$ cat src/hw/rtl/p8c_pkg.sv
// p8c_pkg: shared types and constants for the packed8 3x3 convolution engine.
// No dependencies.
`timescale 1ns / 1ps
package p8c_pkg;
  localparam int InputWords  = 8192;
  localparam int WeightWords = 8192;
  localparam int OutGroups   = 8;
  localparam int KernelSize  = 3;
  localparam int Lanes       = 8;
  localparam int BiasWords   = OutGroups * Lanes;
  localparam int InBankDepth = InputWords / Lanes;
  localparam int WtBankDepth = WeightWords / (Lanes * Lanes);
  localparam int IaW         = $clog2(InputWords);
  localparam int WaW         = $clog2(WeightWords);
  localparam int BaW         = $clog2(BiasWords);

  typedef enum logic [1:0] {
    FUNC_WR_INPUT  = 2'd0,
    FUNC_WR_WEIGHT = 2'd1,
    FUNC_WR_BIAS   = 2'd2,
    FUNC_COMPUTE   = 2'd3
  } func_t;

  typedef enum logic [2:0] {
    REG_WIDTH = 3'd0, REG_HEIGHT = 3'd1, REG_GROUPS = 3'd2, REG_SROWS = 3'd3,
    REG_SCOLS = 3'd4, REG_DROWS  = 3'd5, REG_DCOLS  = 3'd6, REG_BIAS   = 3'd7
  } reg_idx_t;

  typedef struct packed {
    logic [6:0] in_width;
    logic [6:0] in_height;
    logic [4:0] in_groups;
    logic [2:0] stride_rows;
    logic [2:0] stride_cols;
    logic [2:0] dil_rows;
    logic [2:0] dil_cols;
    logic       use_bias;
  } cfg_t;

  // one queued item
  typedef struct packed {
    logic [1:0]  func;
    logic [12:0] addr;
    logic [31:0] value;
    logic [5:0]  out_row;
    logic [5:0]  out_col;
    logic [2:0]  out_group;
  } item_t;

  localparam int ItemW = $bits(item_t);
endpackage

$ cat src/hw/rtl/p8c_queue.sv
// p8c_queue: four-entry item queue between front and back.
// Depends on p8c_pkg.
`timescale 1ns / 1ps
module p8c_queue (
  input  logic                 clk,
  input  logic                 rst_n,
  input  logic                 wr_valid,
  output logic                 wr_ready,
  input  p8c_pkg::item_t       wr_item,
  output logic                 rd_valid,
  input  logic                 rd_ready,
  output p8c_pkg::item_t       rd_item
);
  import p8c_pkg::*;
  item_t mem_r [4];
  logic [1:0] wp_r, rp_r;
  logic [2:0] cnt_r;
  logic push, pop;
  assign wr_ready = cnt_r != 3'd4;
  assign rd_valid = cnt_r != 3'd0;
  assign rd_item  = mem_r[rp_r];
  assign push = wr_valid && wr_ready;
  assign pop  = rd_valid && rd_ready;

  always_ff @(posedge clk) begin
    if (push) mem_r[wp_r] <= wr_item;
  end
  always_ff @(posedge clk) begin
    if (!rst_n) begin
      wp_r <= '0; rp_r <= '0; cnt_r <= '0;
    end else begin
      if (push) wp_r <= wp_r + 2'd1;
      if (pop)  rp_r <= rp_r + 2'd1;
      cnt_r <= cnt_r + {2'd0, push} - {2'd0, pop};
    end
  end

  a_no_over: assert property (@(posedge clk) disable iff (!rst_n) cnt_r <= 3'd4)
    else $error("queue count overflow");
  a_push_grows: assert property (@(posedge clk) disable iff (!rst_n)
    push && !pop |=> cnt_r == $past(cnt_r) + 3'd1) else $error("queue count slip");
  a_pop_shrinks: assert property (@(posedge clk) disable iff (!rst_n)
    pop && !push |=> cnt_r == $past(cnt_r) - 3'd1) else $error("queue count slip");
endmodule

$ cat config.mk
export PLATFORM = sky130hd
export DESIGN_NAME = p8c_queue
export DESIGN_NICKNAME = d
export VERILOG_FILES = /design/src/hw/rtl/p8c_pkg.sv /design/src/hw/rtl/p8c_queue.sv
export SDC_FILE = /design/constraint.sdc
export NUM_CORES = 1
export LEC_CHECK = 0
export BUFFER_PORTS_ARGS = -buffer_cell sky130_fd_sc_hd__buf_4
export CAP_MARGIN = 5
export CORE_MARGIN = 2
export CORE_UTILIZATION = 53
export CTS_CLUSTER_SIZE = 40
export DETAILED_ROUTE_END_ITERATION = 6
export PLACE_DENSITY = 0.79
export SETUP_SLACK_MARGIN = 0.02
export SLEW_MARGIN = 20
export SYNTH_ARGS = -nofsm -noshare
export SYNTH_HDL_FRONTEND = slang
export SYNTH_SLANG_ARGS = --single-unit
$ cat constraint.sdc
create_clock -name clk -period 3.59 [get_ports clk]
set_clock_uncertainty 0.2 [all_clocks]
set_input_delay 0.8975 -clock clk [delete_from_list [all_inputs] [get_ports clk]]
set_output_delay 0.8975 -clock clk [all_outputs]
set_load 0.01 [all_outputs]
* Word-level counts from Yosys, hierarchy flattened
Memory sizes are Yosys's and may differ from the RTL's. A register that Yosys moved wholly into a read port is not among the register bits.
Index checks and enable logic that the tools add are counted.
** Operators by class
- Add/subtract/negate cells :: 4
- Equal/unequal tests :: 1
- Mux-type cells :: 4
- Reductions and logical operators :: 3
** Operators by type and width (count)
- adder 2 x 1 -> 2 bit (second input constant) :: 2
- 2-to-1 mux 2 bit :: 2
- adder 3 x 1 -> 3 bit :: 1
- != test 3 bit (second input constant) :: 1
- nonzero test 3 bit :: 1
- subtractor 3 x 1 -> 3 bit :: 1
- logical AND 1 bit :: 2
- 2-to-1 mux 1 bit :: 2
** Word-level totals
- Register bits :: 7
- RAM bits :: 248
- Input port bits :: 66
- Output and inout bits :: 64
- Logic and storage cells :: 16
- Memories kept :: 1
** Memory list
- mem_r :: words 4, width 62, rd ports 1, clocked after memory_dff 1, write ports 1, RTL line p8c_queue.sv:15 : item_t mem_r [4];

* Longest topological paths before layout
- Depth after elaboration :: 4
- Mapped depth :: 11
- Mapped depth without buffers :: 11

* Least setup slack after synthesis
No wires, ideal clock.
- Path type :: input to register
- Start :: input port wr_valid
- End :: memory mem_r[2][0] in the netlist's numbering, enable pin
- Library setup time :: 0.426 ns
- Arrival time :: 2.673 ns
- Required time :: 2.964 ns
- Setup slack :: 0.291 ns
- Cell stages on the path :: 2
- Buffers on the path :: 0
- Cells stage by stage :: a21boi_2 and2_1
** On the way
- Longest elaborated chain between the ends :: 3
** Ends and longest elaborated chain
- from (decl) :: RTL line p8c_queue.sv:7 : input logic wr_valid,
- logical AND 1 bit :: RTL line p8c_queue.sv:22 : assign push = wr_valid && wr_ready;
- 2-to-1 mux 1 bit :: RTL line p8c_queue.sv:26 : if (push) mem_r[wp_r] <= wr_item;
- 2-to-1 mux 1 bit (implied by the code) :: RTL line p8c_queue.sv:26
- to (decl) :: RTL line p8c_queue.sv:15
Every way passes these cells.

==> impl_metrics.toml <==
[status]
outcome = "finished clean"

[sta]
whs_ns = 0.335
fin_tns_setup_ns = 0
setup_viol = 0
drv_slew = 0
tightest_slew_ns = 0.600
final.period_utilization_pct = 91.3
fmax_ghz = 0.305
fin_crit_ns = 3.28
fin_ws_ns = 0.313
slew-limit-headroom_pct = 60.0
finalHoldViolCount = 0
rsz0062_at_grt = "false"

[pwr]
combinationalPowerShare_pct = 22.7
switching_share_pct = 25.0
p_leak_nw = 3.93
irDropWorstVdd_mv = 0.562
power_frac_seq_pct = 46.3
p_clk_share_pct = 31.0
p_sw_mw = 2.06
intPower_mw = 6.17
power_density_nw_per_um2 = 712

[run]
cap_violations = 0

[detailed_routing]
routedWlPerCell_um = 22.0
drt-total-wl_um = 17000
avgViaCountPerCell = 5.60
drt_iter0_drc = 159
firstDrtPassIters = 4
drc = 0
vias = 4327
ant_nets = 0

[logic_synthesis]
syn_area_um2 = 9490
synth_cells = 372
synth_flop_cell = "edfxtp_1"
synth_warnings = 0
synth-edff-count = 248
async_reset_ff_share_pct = 0
synth_cell_types = 21
synth_seq_area_share_pct = 80.4
syn_area_per_cell_um2 = 25.5
synthesis.nets = 445
ys_ff_latch = 257

[setup_path]
critPathKind = "reg -> out"
cp.arrival_ns = 2.18
r2r_start = "cnt_r[1]"
end_kind = "primary output"
worstPathRequired_ns = 2.49
critical_path.startpoint_type = "flop"
critPathMaxFanout = 25

[clock_tree]
cts_tree = "built"
cts_sinks = 257
cts_max_path_buffers = 3
cts_buffers = 26
clkTransAtPathRegs_ns = 0.06
post_cts_resized = 0
clockRootBuffer = "clkbuf_16"
holdBufCountCts = 0
postCtsSetupRepairBufs = 0
clock_latency_ns = 0.51
htreeDepth = 1

[finish]
area_delta_synth_final_pct = 21.8
n_antenna_cell = 0
finalNetCount = 602
fin_cells = 773
drive_gt1_share_pct = 45.4

[floorplan]
die_area_um2 = 19000
start_util_pct = 54.5
fp.dieW_um = 138
fp.dieH_um = 138
core.rowCount = 48
core-area_um2 = 17400
pin_count = 130

[grt]
grt_pass1_vias = 4674
grt_first_pass_wirelength_um = 25700
grt.overflow.total = 0
grt.total_usage_pct = 18.5
antenna_found_initial = 0
grt_max_degree = 36

[hold_path]
hp-class = "reg -> reg"
min_from = "wp_r[0]"

[placement]
pre_cts_ws_ns = 0.499
dpl.cell_count = 726
dp_hpwl_um = 10400
gp_congestion = 0.730
io_buffers = 129
-- registers in the layout, indices dropped and copies added, names as in the netlist, named ones only --
signal  flops
cnt_r       3
mem_r     248
wp_r        2
rp_r        2
-- cell usage in the layout (no fill, tap or decap), drive strengths merged, types with 4 or more instances in the layout --
master / synthesis / layout
buf: 13 / 144
clkinv: 0 / 12
clkbuf: 2 / 31
mux4: 62 / 62
inv: 5 / 5
and2: 7 / 7
ha: 6 / 6
xnor2: 4 / 4
nand2: 5 / 5
edfxtp: 248 / 248
dfxtp: 9 / 9
-- critical path: stages, from the launching register on --
cell and delay, ns:
dfxtp_4 0.61, buf_12 0.29, mux4_2 0.57, buf_4 0.17
-- cells in the mapped netlist (2+ instances only) --
cell type / instances / area share (%)
mux2i_1: 2 / 0.21
mux4_2: 60 / 14
xnor2_1: 4 / 0.37
nand2_1: 5 / 0.20
and2_1: 7 / 0.46
dfxtp_1: 9 / 1.9
clkbuf_1: 2 / 0.079
buf_2: 6 / 0.32
inv_1: 5 / 0.20
nor2b_1: 3 / 0.20
edfxtp_1: 248 / 78
ha_1: 6 / 0.79
buf_12: 6 / 1.3
mux4_1: 2 / 0.55
-- per-layer routing --
metal	GRT usage, %	up-vias	routed length, µm
met1	23.0	2248	6620
met4	5.44	0	397
met5	0	-	0
met2	32.4	149	8740
met3	4.49	29	1210
li1	-	1901	-
-- stage by stage --
step	power (mW)	utilization [%]	instance area (µm²)
floorplan	5.01	-	9490
global placement	5.72	61.7	10700
finish	8.23	66.4	11600
global route	8.58	66.4	11600
CTS	8.34	66.4	11600
detailed placement	5.78	61.7	10700
-- layout make-up --
| cell class | instances | area (µm²) |
|---|---|---|
| flip-flops and latches | 257 | 7630 |
| fillers | 1122 | 5860 |
| multi-input cells | 95 | 1680 |
| repair buffers | 144 | 1120 |
| clock buffers | 31 | 691 |
| well taps | 225 | 282 |
| clock inverters | 16 | 129 |
| inverters | 5 | 18.8 |
-- worst paths after layout --
check	end	slack [ns]	cells after the start
setup reg to reg	cnt_r[2]	0.90	11
setup / recovery	rd_item[30]	0.31	3
hold / removal	wp_r[0]	0.33	2
hold reg to reg	wp_r[0]	0.33	2
-- logic make-up after synthesis --
| group | synth area share [%] |
|---|---|
| and+or+nand+nor | 0.963 |
| xor gates and xnor gates | 0.369 |
| buffers and inverters | 1.98 |
| muxes | 15.0 |
| AOI/OAI and AO/OA | 0.303 |
| adders and majority gates | 1.00 |
| DFF | 80.4 |
-- power groups by stage --
stage / sequential, mW / clock [mW] / combinational [mW]
after floorplan: 3.77 / 0 / 1.24
after global placement: 3.85 / 0 / 1.87
after detailed placement: 3.88 / 0 / 1.90
after CTS: 3.82 / 2.61 / 1.91
after global routing: 3.85 / 2.70 / 2.02
final: 3.81 / 2.55 / 1.87
No activity file was read; power rests on OpenSTA's default activity.
