==> src/hw/rtl/p8c_pkg.sv <==
// p8c_pkg: shared types and constants for the packed8 3x3 convolution engine.
// No dependencies.
`timescale 1ns / 1ps
package p8c_pkg;
  localparam int InputWords  = 8192;
  localparam int WeightWords = 8192;
  localparam int OutGroups   = 8;
  localparam int KernelSize  = 3;
  localparam int Lanes       = 8;
  localparam int BiasWords   = OutGroups * Lanes;
  localparam int InBankDepth = InputWords / Lanes;
  localparam int WtBankDepth = WeightWords / (Lanes * Lanes);
  localparam int IaW         = $clog2(InputWords);
  localparam int WaW         = $clog2(WeightWords);
  localparam int BaW         = $clog2(BiasWords);

  typedef enum logic [1:0] {
    FUNC_WR_INPUT  = 2'd0,
    FUNC_WR_WEIGHT = 2'd1,
    FUNC_WR_BIAS   = 2'd2,
    FUNC_COMPUTE   = 2'd3
  } func_t;

  typedef enum logic [2:0] {
    REG_WIDTH = 3'd0, REG_HEIGHT = 3'd1, REG_GROUPS = 3'd2, REG_SROWS = 3'd3,
    REG_SCOLS = 3'd4, REG_DROWS  = 3'd5, REG_DCOLS  = 3'd6, REG_BIAS   = 3'd7
  } reg_idx_t;

  typedef struct packed {
    logic [6:0] in_width;
    logic [6:0] in_height;
    logic [4:0] in_groups;
    logic [2:0] stride_rows;
    logic [2:0] stride_cols;
    logic [2:0] dil_rows;
    logic [2:0] dil_cols;
    logic       use_bias;
  } cfg_t;

  // one queued item
  typedef struct packed {
    logic [1:0]  func;
    logic [12:0] addr;
    logic [31:0] value;
    logic [5:0]  out_row;
    logic [5:0]  out_col;
    logic [2:0]  out_group;
  } item_t;

  localparam int ItemW = $bits(item_t);
endpackage

==> src/hw/rtl/p8c_cfg_regs.sv <==
// p8c_cfg_regs: APB-style configuration register file.
// Depends on p8c_pkg.
`timescale 1ns / 1ps
module p8c_cfg_regs (
  input  logic             clk,
  input  logic             rst_n,
  input  logic             cfg_psel,
  input  logic             cfg_penable,
  input  logic             cfg_pwrite,
  input  logic [4:0]       cfg_paddr,
  input  logic [31:0]      cfg_pwdata,
  output logic [31:0]      cfg_prdata,
  output logic             cfg_pready,
  output p8c_pkg::cfg_t    cfg
);
  import p8c_pkg::*;
  cfg_t cfg_r;
  logic wr;
  reg_idx_t idx;
  assign cfg_pready = 1'b1;
  assign wr  = cfg_psel && cfg_penable && cfg_pwrite;
  assign idx = reg_idx_t'(cfg_paddr[4:2]);
  assign cfg = cfg_r;

  always_ff @(posedge clk) begin
    if (!rst_n) begin
      cfg_r <= '{in_width: 7'd1, in_height: 7'd1, in_groups: 5'd1, stride_rows: 3'd1,
                 stride_cols: 3'd1, dil_rows: 3'd1, dil_cols: 3'd1, use_bias: 1'b0};
    end else if (wr) begin
      case (idx)
        REG_WIDTH:  cfg_r.in_width    <= cfg_pwdata[6:0];
        REG_HEIGHT: cfg_r.in_height   <= cfg_pwdata[6:0];
        REG_GROUPS: cfg_r.in_groups   <= cfg_pwdata[4:0];
        REG_SROWS:  cfg_r.stride_rows <= cfg_pwdata[2:0];
        REG_SCOLS:  cfg_r.stride_cols <= cfg_pwdata[2:0];
        REG_DROWS:  cfg_r.dil_rows    <= cfg_pwdata[2:0];
        REG_DCOLS:  cfg_r.dil_cols    <= cfg_pwdata[2:0];
        REG_BIAS:   cfg_r.use_bias    <= cfg_pwdata[0];
        default: ;
      endcase
    end
  end

  always_comb begin
    case (idx)
      REG_WIDTH:  cfg_prdata = {25'd0, cfg_r.in_width};
      REG_HEIGHT: cfg_prdata = {25'd0, cfg_r.in_height};
      REG_GROUPS: cfg_prdata = {27'd0, cfg_r.in_groups};
      REG_SROWS:  cfg_prdata = {29'd0, cfg_r.stride_rows};
      REG_SCOLS:  cfg_prdata = {29'd0, cfg_r.stride_cols};
      REG_DROWS:  cfg_prdata = {29'd0, cfg_r.dil_rows};
      REG_DCOLS:  cfg_prdata = {29'd0, cfg_r.dil_cols};
      REG_BIAS:   cfg_prdata = {31'd0, cfg_r.use_bias};
      default:    cfg_prdata = 32'd0;
    endcase
  end
endmodule

==> config.mk <==
export PLATFORM = sky130hd
export DESIGN_NAME = p8c_cfg_regs
export DESIGN_NICKNAME = d
export VERILOG_FILES = /design/src/hw/rtl/p8c_pkg.sv /design/src/hw/rtl/p8c_cfg_regs.sv
export SDC_FILE = /design/constraint.sdc
export NUM_CORES = 1
export LEC_CHECK = 0
export BUFFER_PORTS_ARGS = -buffer_cell sky130_fd_sc_hd__buf_2
export CAP_MARGIN = 15
export CORE_MARGIN = 2
export CORE_UTILIZATION = 25
export CTS_CLUSTER_DIAMETER = 120
export DETAILED_ROUTE_END_ITERATION = 8
export PLACE_DENSITY = 0.52
export SYNTH_ARGS = -nofsm -noshare
export SYNTH_HDL_FRONTEND = slang
export SYNTH_SLANG_ARGS = --single-unit
==> constraint.sdc <==
create_clock -name clk -period 3.3 [get_ports clk]
set_clock_uncertainty 0.05 [all_clocks]
set_input_delay 0.99 -clock clk [delete_from_list [all_inputs] [get_ports clk]]
set_output_delay 0.99 -clock clk [all_outputs]
set_load 0.1 [all_outputs]
# After elaboration in Yosys (flattened, before gate mapping)

Cells that the tools add are included.

Equality and inequality tests: 7
Mux-type cells: 1
Reductions and logical operators: 11

Operator list:

| kind                                          | number |
|---|---|
| one-hot mux 32 bit (8 select lines)           | 1 |
| AND reduction 2 bit                           | 8 |
| == test 3 bit, second input constant          | 4 |
| == test 3 x 2 -> 1 bit, second input constant | 2 |
| == test 3 x 1 -> 1 bit, second input constant | 1 |
| logical NOT 3 bit                             | 1 |
| logical AND 1 bit                             | 2 |

Register bits after elaboration: 32
Input bits: 42
Word-level logic and storage cells: 27

# Logic depth before layout (Yosys ltp)

Word-level depth: 3
Depth in mapped cells: 6
Depth with buffers taken out: 4

# Worst setup path before layout

Ideal clock, no wire load.

Path kind: input to output
From: input port cfg_paddr[3]
To: output port cfg_prdata[0]
Arrival: 3,704 ps
Setup slack: -1,444 ps
Stages: 6
Buffers on the path: 2
Cells stage by stage: buf_6 > buf_2 > mux2i_1 > nor2_1 > a31oi_1 > o21ai_0

Word-level cells in the longest chain between the ends: 2
Elaborated cells on any way between the ends: 9
Those cells by class: 7 x eq/ne; 1 x mux; 1 x reduce/logical

Ends and longest elaborated chain:

| item                                        | RTL line           | source |
|---|---|---|
| start, declared                             | p8c_cfg_regs.sv:10 | `input logic [4:0] cfg_paddr,` |
| == test 3 bit, or another cell as far along | p8c_cfg_regs.sv:45 | `case (idx)` |
| one-hot mux 32 bit (8 select lines) (*)     | p8c_cfg_regs.sv:45 |  |
| end, declared                               | p8c_cfg_regs.sv:12 | `output logic [31:0] cfg_prdata,` |

Every way passes the cells marked *; elsewhere a longest branch is shown, timed or not. The select of a mux whose other input is x is not followed.

# Final worst setup path

From: input port cfg_paddr[3]
To: output port cfg_prdata[1]

Same word-level chain as after synthesis.

==> flow_summary.yaml <==
global_route:
  grt_overflow: 0
  groute.usage.overall: 0.127
  antenna_found_initial: 0
  gr-usage-met2: 0.212
  grt_pass1_wl_mm: 7.38
  grt_max_degree: 32
  grt-busiest-layer: "met2"
  met1_usage: 0.162
  grt_pass1_vias: 1410
  gr-usage-met3: 0.0303
synth:
  ys_ff_latch: 32
  syn-instance-count: 213
  ys_types: 34
  ys_async_sr_fraction: 0
  netlist_top_cells_area: "dfxtp_1, buf_4, mux2i_1"
  yosysSeqAreaShare: 0.371
  synth_top_area_share: 0.371
  syn_area_sq_um: 1730
  ys_warn_count: 0
  synth_area_per_cell_sq_um: 8.11
  synthFlopType: "dfxtp_1"
  synth_top_area_cell: "dfxtp_1"
  synth_enable_flop_cells: 0
  synth_common_cells: "dfxtp_1, buf_4, nand3_1"
  yosysMostFrequentCell: "dfxtp_1"
worst_setup_path:
  path_class: "in -> out"
  path_cells: "buf_2 > mux2i_1 > nor2_1 > a311oi_1 > buf_4 > a21oi_4 > clkbuf_4"
  critical_path.max_stage_delay_ns: 0.27
  cpMaxStageDelayCell: "clkbuf_4"
  critPathMaxFanout: 7
  end_kind: "primary output"
  crit_arrival_ns: 2.16
  critPathRequiredTime_ns: 2.26
  worst_setup_path_start_kind: "input port"
layout:
  drive_gt1_frac: 0.336
  nFillCells: 738
  diodes: 0
  largest_reg_flops: 32
  final_nets: 306
  area_delta_synth_final_pct: 29.1
place:
  port_buffers: 53
  place_ws_ns: 0.0337
  gp_congestion: 0.787
  hpwl_mm: 3.54
worst_hold_path:
  hold_class: "reg -> reg"
clock_network:
  cts_root_buffer: "clkbuf_8"
  cts-buffers-inserted: 5
  clock-sinks: 32
  post_cts_buffers: 0
  h-tree-depth: 2
  post_cts_resized: 0
  tritoncts: "yes"
  clockBufferDepth: 2
  ctsHoldBuffers: 0
  clk_latency_ns: 0.28
  clkSlewWorstSetupHoldPaths_ns: 0.06
floorplan:
  dieArea_sq_um: 7590
  fp.dieW_um: 87.1
  core_area_sq_um: 6760
  num_rows: 30
  io_pins: 107
  fp.dieH_um: 87.1
  start_util: 0.256
pwr:
  seqPwrFrac: 0.382
  p_int_uw: 652
  p_leak_nw: 1.01
  combinationalPowerShare: 0.250
  power.switching_uw: 372
  p_total_mw: 1.02
  switching_share: 0.363
  p_clk_frac: 0.368
  power.density_nw_per_um2: 459
  peakVddDrop_mv: 0.199
timing:
  worst_slew_margin_rel: 0.657
  rsz0062_at_grt: "no"
  slew_viol_final: 0
  fin_crit_sh: 0.970
  period_minus_slack_ns: 3.20
  fmax_ghz: 0.312
  setup_viol: 0
  setup_ws_ns: 0.0997
  worstMarginPinSlew_ns: 0.515
  finalHoldViolations: 0
detailed_routing:
  first_iter_violations: 99
  route.detailed.drc: 0
  drtAntennaViolNets: 0
  wl_mm: 4.65
  first_pass_iters: 4
  wl_per_cell_um: 13.5
  via_count: 1534
  viasPerCell: 4.45
run:
  drv_cap: 0
run_status:
  outcome: "completed"
==> final timing paths <==
check	from	to	slack (ns)	cells past startpoint
worst max-delay path	cfg_paddr[3]	cfg_prdata[1]	0.1	7
worst min register to register	cfg[31]	cfg[31]	0.42	2
worst max register to register	cfg[13]	cfg[13]	2.59	2
worst min-delay path	cfg[31]	cfg[31]	0.42	2
==> cell type report <==
| class | instances | area (sq um) | area share |
|---|---|---|---|
| tap | 80 | 100 | 0.0449 |
| clock buffer | 6 | 72.6 | 0.0325 |
| inverter | 2 | 7.51 | 0.00337 |
| sequential | 32 | 641 | 0.287 |
| multi-input combinational | 159 | 921 | 0.413 |
| clock inverter | 2 | 35.0 | 0.0157 |
| timing repair buffer | 64 | 453 | 0.203 |
==> cell usage in the layout, fill, tap and decap left out, drive strengths merged, types with 2 or more instances in the layout <==
master / instances
a21oi: 5
nand2: 25
nor2b: 2
dfxtp: 32
buf: 63
nand2b: 2
inv: 2
nor3: 3
mux2i: 14
or3: 2
clkbuf: 7
a311oi: 2
conb: 26
nand3: 26
nor2: 10
o21ai: 28
or2: 4
a22o: 2
nor4: 2
==> cells by family after synthesis <==
logic type             count (synthesis)  share of synthesized area
other                                  2                    0.00435
buffers and inverters                 46                      0.177
AND/OR/NAND/NOR                       78                      0.228
multiplexers                          14                     0.0812
AO/OA/AOI/OAI                         41                      0.138
flip-flops                            32                      0.371
==> metrics by stage <==
step	area, sq um	cells	TNS [ns]	util	hold slack, ns
after floorplan	1860	237	-0.886	-	0.836
after global placement	2110	337	0	0.312	0.411
after detailed placement	2110	337	0	0.312	0.417
after CTS	2220	345	0	0.328	0.426
after global routing	2230	345	0	0.330	0.455
final	2230	345	0	0.330	0.422
==> layer usage <==
metal  up-vias  share of wire
li1        774              -
met1       710           0.45
met2        45           0.49
met3         5          0.046
met4         0          0.012
met5         -              0
==> worst max-delay path, delay by kind of cell <==
family,cells,cell delay [ns]
buffers and inverters,3,0.61
AO/OA/AOI/OAI,2,0.29
multiplexers,1,0.20
AND/OR/NAND/NOR,1,0.06
==> power by group through the flow <==
stage / Sequential (mW) / Clock, mW / Combinational [mW]
global placement: 0.400 / 0 / 0.255
finish: 0.391 / 0.377 / 0.256
floorplan: 0.421 / 0 / 0.217
global route: 0.391 / 0.400 / 0.267
detailed placement: 0.400 / 0 / 0.255
CTS: 0.391 / 0.385 / 0.255
(Power assumes the default switching activity.)
